$ cat src/hdl/mse_pkg.sv
// Shared types and constants for the metasprite slot expander.
package mse_pkg;

    localparam int MAX_SLOTS_DEFAULT = 40;
    localparam int SLOT_W            = 6;
    localparam int COORD_W           = 8;
    localparam int TILE_W            = 8;
    localparam int ATTR_W            = 8;
    localparam int DIM_W             = 4;

    localparam logic [ATTR_W-1:0]  MIRROR_BIT = 8'h20;
    localparam logic [COORD_W-1:0] COL_STEP   = 8'd8;
    localparam logic [COORD_W-1:0] ROW_STEP   = 8'd16;

    typedef enum logic [1:0] {
        MODE_FRAME_START = 2'd0,
        MODE_HEADER      = 2'd1,
        MODE_CELL        = 2'd2,
        MODE_FRAME_END   = 2'd3
    } t_mode;

    typedef struct packed {
        logic frame_start;
        logic header;
        logic cell_step;
        logic fill_step;
    } t_cmd;

    typedef struct packed {
        logic full;
        logic fill_last;
        logic out_free;
    } t_status;

endpackage

$ cat src/hdl/mse_ctrl.sv
// Sequencer for input transfers and the frame-end blank fill.
module mse_ctrl (
    input  logic            i_clk,
    input  logic            i_rst_n,
    input  logic            i_valid,
    input  logic [1:0]      i_mode,
    input  mse_pkg::t_status i_status,
    output logic            o_ready,
    output mse_pkg::t_cmd   o_cmd
);
    import mse_pkg::*;

    typedef enum logic {
        S_IDLE,
        S_FILL
    } t_state;

    t_state r_state;
    t_state n_state;
    t_mode  w_mode;
    logic   w_accept;

    assign w_mode   = t_mode'(i_mode);
    assign o_ready  = (r_state == S_IDLE) && i_status.out_free;
    assign w_accept = i_valid && o_ready;

    always_comb begin
        o_cmd             = '0;
        o_cmd.frame_start = w_accept && (w_mode == MODE_FRAME_START);
        o_cmd.header      = w_accept && (w_mode == MODE_HEADER) && !i_status.full;
        o_cmd.cell_step   = w_accept && (w_mode == MODE_CELL) && !i_status.full;
        o_cmd.fill_step   = (r_state == S_FILL) && i_status.out_free;
    end

    always_comb begin
        n_state = r_state;
        case (r_state)
            S_IDLE: begin
                if (w_accept && (w_mode == MODE_FRAME_END) && !i_status.full) begin
                    n_state = S_FILL;
                end
            end
            S_FILL: begin
                if (i_status.out_free && i_status.fill_last) begin
                    n_state = S_IDLE;
                end
            end
            default: n_state = S_IDLE;
        endcase
    end

    always_ff @(posedge i_clk) begin
        if (!i_rst_n) begin
            r_state <= S_IDLE;
        end else begin
            r_state <= n_state;
        end
    end

endmodule

$ cat src/hdl/mse_datapath.sv
// Sprite cursor, slot counter, header latch and output register.
module mse_datapath #(
    parameter int MAX_SLOTS = mse_pkg::MAX_SLOTS_DEFAULT
) (
    input  logic                         i_clk,
    input  logic                         i_rst_n,
    input  mse_pkg::t_cmd                i_cmd,
    output mse_pkg::t_status             o_status,
    input  logic                         i_cfg_valid,
    input  logic [mse_pkg::TILE_W-1:0]   i_cfg_data,
    input  logic [mse_pkg::COORD_W-1:0]  i_sprite_x,
    input  logic [mse_pkg::COORD_W-1:0]  i_sprite_y,
    input  logic [mse_pkg::DIM_W-1:0]    i_width_tiles,
    input  logic [mse_pkg::DIM_W-1:0]    i_height_tiles,
    input  logic                         i_visible,
    input  logic                         i_mirrored,
    input  logic [mse_pkg::ATTR_W-1:0]   i_extra_attr,
    input  logic [mse_pkg::TILE_W-1:0]   i_tile_index,
    input  logic [mse_pkg::ATTR_W-1:0]   i_palette_attr,
    input  logic                         i_ready,
    output logic                         o_valid,
    output logic [mse_pkg::SLOT_W-1:0]   o_slot,
    output logic                         o_tile_only,
    output logic [mse_pkg::TILE_W-1:0]   o_tile_out,
    output logic [mse_pkg::ATTR_W-1:0]   o_attr_out,
    output logic [mse_pkg::COORD_W-1:0]  o_screen_x,
    output logic [mse_pkg::COORD_W-1:0]  o_screen_y,
    output logic                         o_last
);
    import mse_pkg::*;

    localparam int CNT_W = $clog2(MAX_SLOTS + 1);
    localparam logic [CNT_W-1:0] LAST_SLOT = CNT_W'(MAX_SLOTS - 1);
    localparam logic [CNT_W-1:0] FULL_CNT  = CNT_W'(MAX_SLOTS);

    logic [TILE_W-1:0]  r_empty_tile;
    logic [CNT_W-1:0]   r_slot_count;
    logic [DIM_W-1:0]   r_cell_column;
    logic [DIM_W-1:0]   r_cell_row;
    logic [COORD_W-1:0] r_pen_x;
    logic [COORD_W-1:0] r_pen_y;
    logic [COORD_W-1:0] r_row_start_x;
    logic [DIM_W-1:0]   r_held_width;
    logic [DIM_W-1:0]   r_held_height;
    logic               r_held_visible;
    logic               r_held_mirrored;
    logic [ATTR_W-1:0]  r_held_attr;
    logic               r_out_valid;

    logic [COORD_W-1:0] w_header_x;
    logic               w_cell_live;
    logic               w_cell_emit;
    logic [DIM_W-1:0]   w_col_next;
    logic               w_row_end;

    assign o_status.full      = (r_slot_count >= FULL_CNT);
    assign o_status.fill_last = (r_slot_count == LAST_SLOT);
    assign o_status.out_free  = !r_out_valid || i_ready;
    assign o_valid            = r_out_valid;

    assign w_header_x  = i_mirrored
                       ? (i_sprite_x + COORD_W'({i_width_tiles, 3'b000}) - COL_STEP)
                       : i_sprite_x;
    assign w_cell_live = r_held_visible && (r_held_width != '0)
                       && (r_cell_row < r_held_height);
    assign w_cell_emit = i_cmd.cell_step && w_cell_live && (i_tile_index != r_empty_tile);
    assign w_col_next  = r_cell_column + DIM_W'(1);
    assign w_row_end   = (w_col_next >= r_held_width);

    always_ff @(posedge i_clk) begin
        if (!i_rst_n) begin
            r_empty_tile    <= '0;
            r_slot_count    <= '0;
            r_cell_column   <= '0;
            r_cell_row      <= '0;
            r_pen_x         <= '0;
            r_pen_y         <= '0;
            r_row_start_x   <= '0;
            r_held_width    <= '0;
            r_held_height   <= '0;
            r_held_visible  <= 1'b0;
            r_held_mirrored <= 1'b0;
            r_held_attr     <= '0;
            r_out_valid     <= 1'b0;
        end else begin
            if (i_cfg_valid) begin
                r_empty_tile <= i_cfg_data;
            end
            r_out_valid <= w_cell_emit || i_cmd.fill_step || (r_out_valid && !i_ready);
            if (i_cmd.frame_start) begin
                r_slot_count   <= '0;
                r_cell_column  <= '0;
                r_cell_row     <= '0;
                r_held_visible <= 1'b0;
            end
            if (i_cmd.header) begin
                r_held_width    <= i_width_tiles;
                r_held_height   <= i_height_tiles;
                r_held_visible  <= i_visible;
                r_held_mirrored <= i_mirrored;
                r_held_attr     <= i_extra_attr;
                r_pen_x         <= w_header_x;
                r_row_start_x   <= w_header_x;
                r_pen_y         <= i_sprite_y;
                r_cell_column   <= '0;
                r_cell_row      <= '0;
            end
            if (i_cmd.cell_step && w_cell_live) begin
                if (w_row_end) begin
                    r_cell_column <= '0;
                    r_cell_row    <= r_cell_row + DIM_W'(1);
                    r_pen_x       <= r_row_start_x;
                    r_pen_y       <= r_pen_y + ROW_STEP;
                end else begin
                    r_cell_column <= w_col_next;
                    r_pen_x       <= r_held_mirrored ? (r_pen_x - COL_STEP)
                                                     : (r_pen_x + COL_STEP);
                end
            end
            if (w_cell_emit || i_cmd.fill_step) begin
                r_slot_count <= r_slot_count + CNT_W'(1);
            end
        end
    end

    always_ff @(posedge i_clk) begin
        if (w_cell_emit) begin
            o_slot      <= SLOT_W'(r_slot_count);
            o_tile_only <= 1'b0;
            o_tile_out  <= i_tile_index;
            o_attr_out  <= i_palette_attr | r_held_attr
                         | (r_held_mirrored ? MIRROR_BIT : '0);
            o_screen_x  <= r_pen_x;
            o_screen_y  <= r_pen_y;
            o_last      <= 1'b1;
        end else if (i_cmd.fill_step) begin
            o_slot      <= SLOT_W'(r_slot_count);
            o_tile_only <= 1'b1;
            o_tile_out  <= r_empty_tile;
            o_attr_out  <= '0;
            o_screen_x  <= '0;
            o_screen_y  <= '0;
            o_last      <= o_status.fill_last;
        end
    end

endmodule

$ cat src/hdl/metasprite_slot_expander_core.sv
// Top level of the metasprite slot expander.
// A cell's slot write is registered and appears in the cycle after its transfer.
// Throughput: one item per cycle while the output register drains; a frame end
// takes one transfer, then emits one blank slot per cycle while the output
// register drains, up to slot MAX_SLOTS - 1, and blocks input until done.
// Reset: synchronous active low; clears counters, cursor, header, valid flag.
module metasprite_slot_expander_core #(
    parameter int MAX_SLOTS = mse_pkg::MAX_SLOTS_DEFAULT
) (
    input  logic                         i_clk,
    input  logic                         i_rst_n,
    input  logic                         i_cfg_valid,
    output logic                         o_cfg_ready,
    input  logic [mse_pkg::TILE_W-1:0]   i_cfg_data,
    input  logic                         i_valid,
    output logic                         o_ready,
    input  logic [1:0]                   i_mode,
    input  logic [mse_pkg::COORD_W-1:0]  i_sprite_x,
    input  logic [mse_pkg::COORD_W-1:0]  i_sprite_y,
    input  logic [mse_pkg::DIM_W-1:0]    i_width_tiles,
    input  logic [mse_pkg::DIM_W-1:0]    i_height_tiles,
    input  logic                         i_visible,
    input  logic                         i_mirrored,
    input  logic [mse_pkg::ATTR_W-1:0]   i_extra_attr,
    input  logic [mse_pkg::TILE_W-1:0]   i_tile_index,
    input  logic [mse_pkg::ATTR_W-1:0]   i_palette_attr,
    output logic                         o_valid,
    input  logic                         i_ready,
    output logic [mse_pkg::SLOT_W-1:0]   o_slot,
    output logic                         o_tile_only,
    output logic [mse_pkg::TILE_W-1:0]   o_tile_out,
    output logic [mse_pkg::ATTR_W-1:0]   o_attr_out,
    output logic [mse_pkg::COORD_W-1:0]  o_screen_x,
    output logic [mse_pkg::COORD_W-1:0]  o_screen_y,
    output logic                         o_last
);
    import mse_pkg::*;

    t_cmd    w_cmd;
    t_status w_status;
    logic    w_cfg_write;

    assign o_cfg_ready = 1'b1;
    assign w_cfg_write = i_cfg_valid && o_cfg_ready;

    mse_ctrl u_ctrl (
        .i_clk    (i_clk),
        .i_rst_n  (i_rst_n),
        .i_valid  (i_valid),
        .i_mode   (i_mode),
        .i_status (w_status),
        .o_ready  (o_ready),
        .o_cmd    (w_cmd)
    );

    mse_datapath #(
        .MAX_SLOTS (MAX_SLOTS)
    ) u_datapath (
        .i_clk          (i_clk),
        .i_rst_n        (i_rst_n),
        .i_cmd          (w_cmd),
        .o_status       (w_status),
        .i_cfg_valid    (w_cfg_write),
        .i_cfg_data     (i_cfg_data),
        .i_sprite_x     (i_sprite_x),
        .i_sprite_y     (i_sprite_y),
        .i_width_tiles  (i_width_tiles),
        .i_height_tiles (i_height_tiles),
        .i_visible      (i_visible),
        .i_mirrored     (i_mirrored),
        .i_extra_attr   (i_extra_attr),
        .i_tile_index   (i_tile_index),
        .i_palette_attr (i_palette_attr),
        .i_ready        (i_ready),
        .o_valid        (o_valid),
        .o_slot         (o_slot),
        .o_tile_only    (o_tile_only),
        .o_tile_out     (o_tile_out),
        .o_attr_out     (o_attr_out),
        .o_screen_x     (o_screen_x),
        .o_screen_y     (o_screen_y),
        .o_last         (o_last)
    );

endmodule

$ cat config.mk
export PLATFORM = sky130hd
export DESIGN_NAME = metasprite_slot_expander_core
export DESIGN_NICKNAME = d
export VERILOG_FILES = /design/src/hdl/mse_pkg.sv /design/src/hdl/mse_ctrl.sv /design/src/hdl/mse_datapath.sv /design/src/hdl/metasprite_slot_expander_core.sv
export SDC_FILE = /design/constraint.sdc
export NUM_CORES = 1
export LEC_CHECK = 0
export BUFFER_PORTS_ARGS = -buffer_cell sky130_fd_sc_hd__buf_4
export CORE_MARGIN = 5
export CORE_UTILIZATION = 50
export DETAILED_ROUTE_END_ITERATION = 7
export PLACE_DENSITY = 0.79
export SETUP_SLACK_MARGIN = 0.02
export SYNTH_ARGS = -nofsm -noshare
export SYNTH_HDL_FRONTEND = slang
export SYNTH_SLANG_ARGS = --single-unit
$ cat constraint.sdc
create_clock -name i_clk -period 6.3 [get_ports i_clk]
set_input_delay 0.945 -clock i_clk [delete_from_list [all_inputs] [get_ports i_clk]]
set_output_delay 0.945 -clock i_clk [all_outputs]
set_load 0.02 [all_outputs]
==> flow_summary.ini <==
[outcome]
outcome = finished, final reports clean

[setup_path]
crit_path_top_delay_cell = sky130_fd_sc_hd__a21oi_4
critical_path_arrival_ps = 3460
setup.worst_path.class = reg -> reg
cp.required_ps = 6340
worstPathCellList = inv_1, ha_1, a211oi_1, o211ai_1, a21oi_4, nor2_1, inv_1, buf_4
worst_setup_path_end_kind = register
crit_top_cell = sky130_fd_sc_hd__inv_1
critPathMaxStageDelay_ps = 760
largest_fanout_of_any_net_on_the_critical_path = 38
path_delay_family = compound AO/OA/AOI/OAI gates
cp-start-kind = register
path_buf_inv = 3

[logic_synthesis]
synthMuxAreaShare_pct = 3.83
synth_flop_cell = sky130_fd_sc_hd__dfxtp_1
synth-seq-cells = 106
yosys.area_share.xor_xnor_pct = 2.65
synth_fp_nets = 594
synth_simple_gate_area_share_pct = 17.5
syn_avg_cell_area_um2 = 9.83
yosysWarnings = 0
synthesis.area_um2 = 4970
synthesis.instances = 505
synth_compound_area_share_pct = 14.6
synthAdderAreaFrac_pct = 6.35
main_combinational_cell_family_by_area_after_synthesis = simple AND/OR/NAND/NOR gates
synth_edf_count = 38
asyncSetResetFlopFracSynth_pct = 0
synth_sequential_area_ratio_pct = 50.4
yosysUniqueCellTypes = 56

[grt]
grt_pass1_wl_um = 18800
grt_start_max_net_pins = 46
number_of_antenna_violations_at_the_first_check_in_global_routing = 0
number_of_global_route_vias_before_repair = 4048
gr-total-overflow = 0
globalRouteTotalUtil_pct = 20.0

[sta]
finalCriticalPeriod_ps = 3410
finalHoldViolCount = 0
totalNegativeSetupSlack_ps = 0
timing.slew.headroom_pct = 37.2
fmax_mhz = 293
fin_skew_ps = 9.89
period_share_pct = 54.2
drv_slew = 0
rsz0062_at_grt = no
tightest_slew_ps = 940
finalSetupViolations = 0

[power_and_ir_drop]
design_power_total_mw = 1.30
cellPowerDensity_nw_per_um2 = 216
power.ir.vdd_worst_mv = 0.114
cellLeakagePower_nw = 2.49

[die]
chipWidth_um = 110
number_of_top_level_pins = 108
fp.coreArea_um2 = 9730
die_h_um = 110
fp.dieArea_um2 = 12000
placement_rows = 36
initial_core_util_pct = 51.0

[clock_tree]
cts_setup_buffers = 0
tritoncts_num_sinks = 106
cts_tree = built
post_cts_sizing = 0
clk_transition_reported_paths_ps = 100
tritoncts_buffers = 9
cts_h_tree_depth = 3
cts_root_buffer = sky130_fd_sc_hd__clkbuf_8
max-clock-path-buffers = 2
clkLatencyLatePin_ps = 370
holdBufCountCts = 0

[route]
routed-via-count = 3973
wl_per_cell_um = 15.8
drt-initial-drc-count = 217
via_per_inst = 5.37
firstDrtPassIters = 4
remaining_drc_errors = 0
antenna_violating_nets_post_route = 0
detail_route.wirelength_um = 11700

[layout]
stdcell_count = 740
fin_util_pct = 62.0
seqCellArea_um2 = 2500
area_growth_syn_to_layout_pct = 21.5
final_nets = 691
final_design_area_no_fill_um2 = 6040
total_area_of_multi_input_combinational_cells_um2 = 2250
post_route_cells_drive_above_1_share_pct = 23.7
antenna_cells_inserted = 0
layout.filler_cells = 856

[place]
placedInstanceArea_um2 = 5850
dp_hpwl_um = 8900
gp_congestion = 0.770
buffer_ports.inserted = 106
place.detailed.instances = 724

[worst_hold_path]
worst_hold_path_type = reg -> reg

[job]
max-cap-violations = 0
[cell families after synthesis]
family                   Yosys count
multiplexers                      18
XOR/XNOR                          15
AND/OR/NAND/NOR                  178
flip-flops                       106
buffers and inverters             51
other                              1
AO/OA/AOI/OAI                    112
adder cells (fa/ha/maj)           24
[routing by layer]
| metal | track usage, % | up-vias | share of wire [%] |
|---|---|---|---|
| li1 | - | 1951 | - |
| met5 | 0 | - | 0 |
| met4 | 5.34 | 0 | 1.5 |
| met3 | 4.23 | 16 | 5.3 |
| met2 | 35.2 | 110 | 50 |
| met1 | 24.8 | 1896 | 43 |
[worst register-to-register path, cell delays in order, from the launching register on]
cell                       delay, ps
sky130_fd_sc_hd__dfxtp_1         340
sky130_fd_sc_hd__inv_1            50
sky130_fd_sc_hd__ha_1            280
sky130_fd_sc_hd__a211oi_1        370
sky130_fd_sc_hd__o211ai_1        230
sky130_fd_sc_hd__a21oi_4         760
sky130_fd_sc_hd__nor2_1          160
sky130_fd_sc_hd__inv_1           450
sky130_fd_sc_hd__buf_4           430
[cells in the final DEF, fill, tap and decap left out, types with 4 or more instances in the layout]
| master | synthesis | final |
|---|---|---|
| sky130_fd_sc_hd__o21a_1 | 10 | 10 |
| sky130_fd_sc_hd__a21oi_1 | 39 | 38 |
| sky130_fd_sc_hd__clkbuf_8 | 0 | 9 |
| sky130_fd_sc_hd__xor2_1 | 9 | 9 |
| sky130_fd_sc_hd__nand2b_1 | 6 | 6 |
| sky130_fd_sc_hd__a21o_1 | 4 | 4 |
| sky130_fd_sc_hd__nor2_1 | 24 | 24 |
| sky130_fd_sc_hd__o211ai_1 | 9 | 9 |
| sky130_fd_sc_hd__mux2i_1 | 10 | 10 |
| sky130_fd_sc_hd__mux2_2 | 5 | 5 |
| sky130_fd_sc_hd__nand2_1 | 80 | 80 |
| sky130_fd_sc_hd__nor4_1 | 5 | 4 |
| sky130_fd_sc_hd__ha_1 | 22 | 22 |
| sky130_fd_sc_hd__a21boi_0 | 6 | 6 |
| sky130_fd_sc_hd__nor3_1 | 5 | 5 |
| sky130_fd_sc_hd__edfxtp_1 | 38 | 38 |
| sky130_fd_sc_hd__and3_1 | 6 | 6 |
| sky130_fd_sc_hd__and2_1 | 21 | 21 |
| sky130_fd_sc_hd__buf_4 | 3 | 110 |
| sky130_fd_sc_hd__a31oi_1 | 6 | 6 |
| sky130_fd_sc_hd__xnor2_1 | 6 | 6 |
| sky130_fd_sc_hd__dfxtp_1 | 68 | 68 |
| sky130_fd_sc_hd__nor2b_1 | 6 | 6 |
| sky130_fd_sc_hd__nand3_1 | 10 | 10 |
| sky130_fd_sc_hd__o21ai_0 | 17 | 17 |
| sky130_fd_sc_hd__inv_1 | 26 | 26 |
[path summary, 6_finish.rpt]
| path | startpoint | endpoint | slack, ps | cells past startpoint |
|---|---|---|---|---|
| worst min-delay path | u_datapath.r_row_start_x[0]$_SDFFE_PN0P_ | u_datapath.r_row_start_x[0]$_SDFFE_PN0P_ | 460 | 2 |
| worst min register to register | u_datapath.r_row_start_x[0]$_SDFFE_PN0P_ | u_datapath.r_row_start_x[0]$_SDFFE_PN0P_ | 460 | 2 |
| worst max-delay path | u_datapath.r_held_height[1]$_SDFFE_PN0P_ | u_datapath.o_screen_y[6]$_SDFFCE_PN0P_ | 2890 | 8 |
| worst max register to register | u_datapath.r_held_height[1]$_SDFFE_PN0P_ | u_datapath.o_screen_y[6]$_SDFFCE_PN0P_ | 2890 | 8 |
[cell usage after synthesis (12+ instances only)]
library cell / count / area share [%]
sky130_fd_sc_hd__ha_1: 22 / 5.5
sky130_fd_sc_hd__clkbuf_1: 12 / 0.91
sky130_fd_sc_hd__and2_1: 21 / 2.6
sky130_fd_sc_hd__a21oi_1: 39 / 3.9
sky130_fd_sc_hd__nand2_1: 80 / 6.0
sky130_fd_sc_hd__dfxtp_1: 68 / 27
sky130_fd_sc_hd__inv_1: 26 / 2.0
sky130_fd_sc_hd__nor2_1: 24 / 1.8
sky130_fd_sc_hd__edfxtp_1: 38 / 23
sky130_fd_sc_hd__o21ai_0: 17 / 1.7
[power by group]
| part | leakage, nW | internal, mW | switching [mW] |
|---|---|---|---|
| Combinational | 1.52 | 0.0741 | 0.0885 |
| Sequential | 0.873 | 0.732 | 0.0161 |
| Clock | 0.0923 | 0.151 | 0.240 |
[sequential cells by signal, indices dropped and copies added, names as in the netlist, 4 cells and up]
name	flops
u_datapath.r_pen_x	8
u_datapath.r_slot_count	6
u_datapath.o_tile_out	8
u_datapath.r_empty_tile	8
u_datapath.r_held_width	4
u_datapath.r_held_height	4
u_datapath.r_held_attr	8
u_datapath.o_screen_x	8
u_datapath.o_screen_y	8
u_datapath.r_cell_row	4
u_datapath.o_attr_out	8
u_datapath.o_slot	6
u_datapath.r_pen_y	8
u_datapath.r_cell_column	4
u_datapath.r_row_start_x	8
[through the flow]
step	setup WS, ps	hold WS, ps
2_1_floorplan	3290	432
3_3_place_gp	2630	442
3_5_place_dp	2470	450
4_1_cts	2820	463
5_1_grt	2590	490
6_report	2890	464
[final cells by class]
cell class	instances	area share, %
clock buffer	9	2.05
clock inverter	7	1.02
inverter	27	1.68
multi-input combinational	348	37.4
sequential	106	41.5
tap	133	2.76
timing repair buffer	110	13.7
Power figures use the tool's default switching activity.
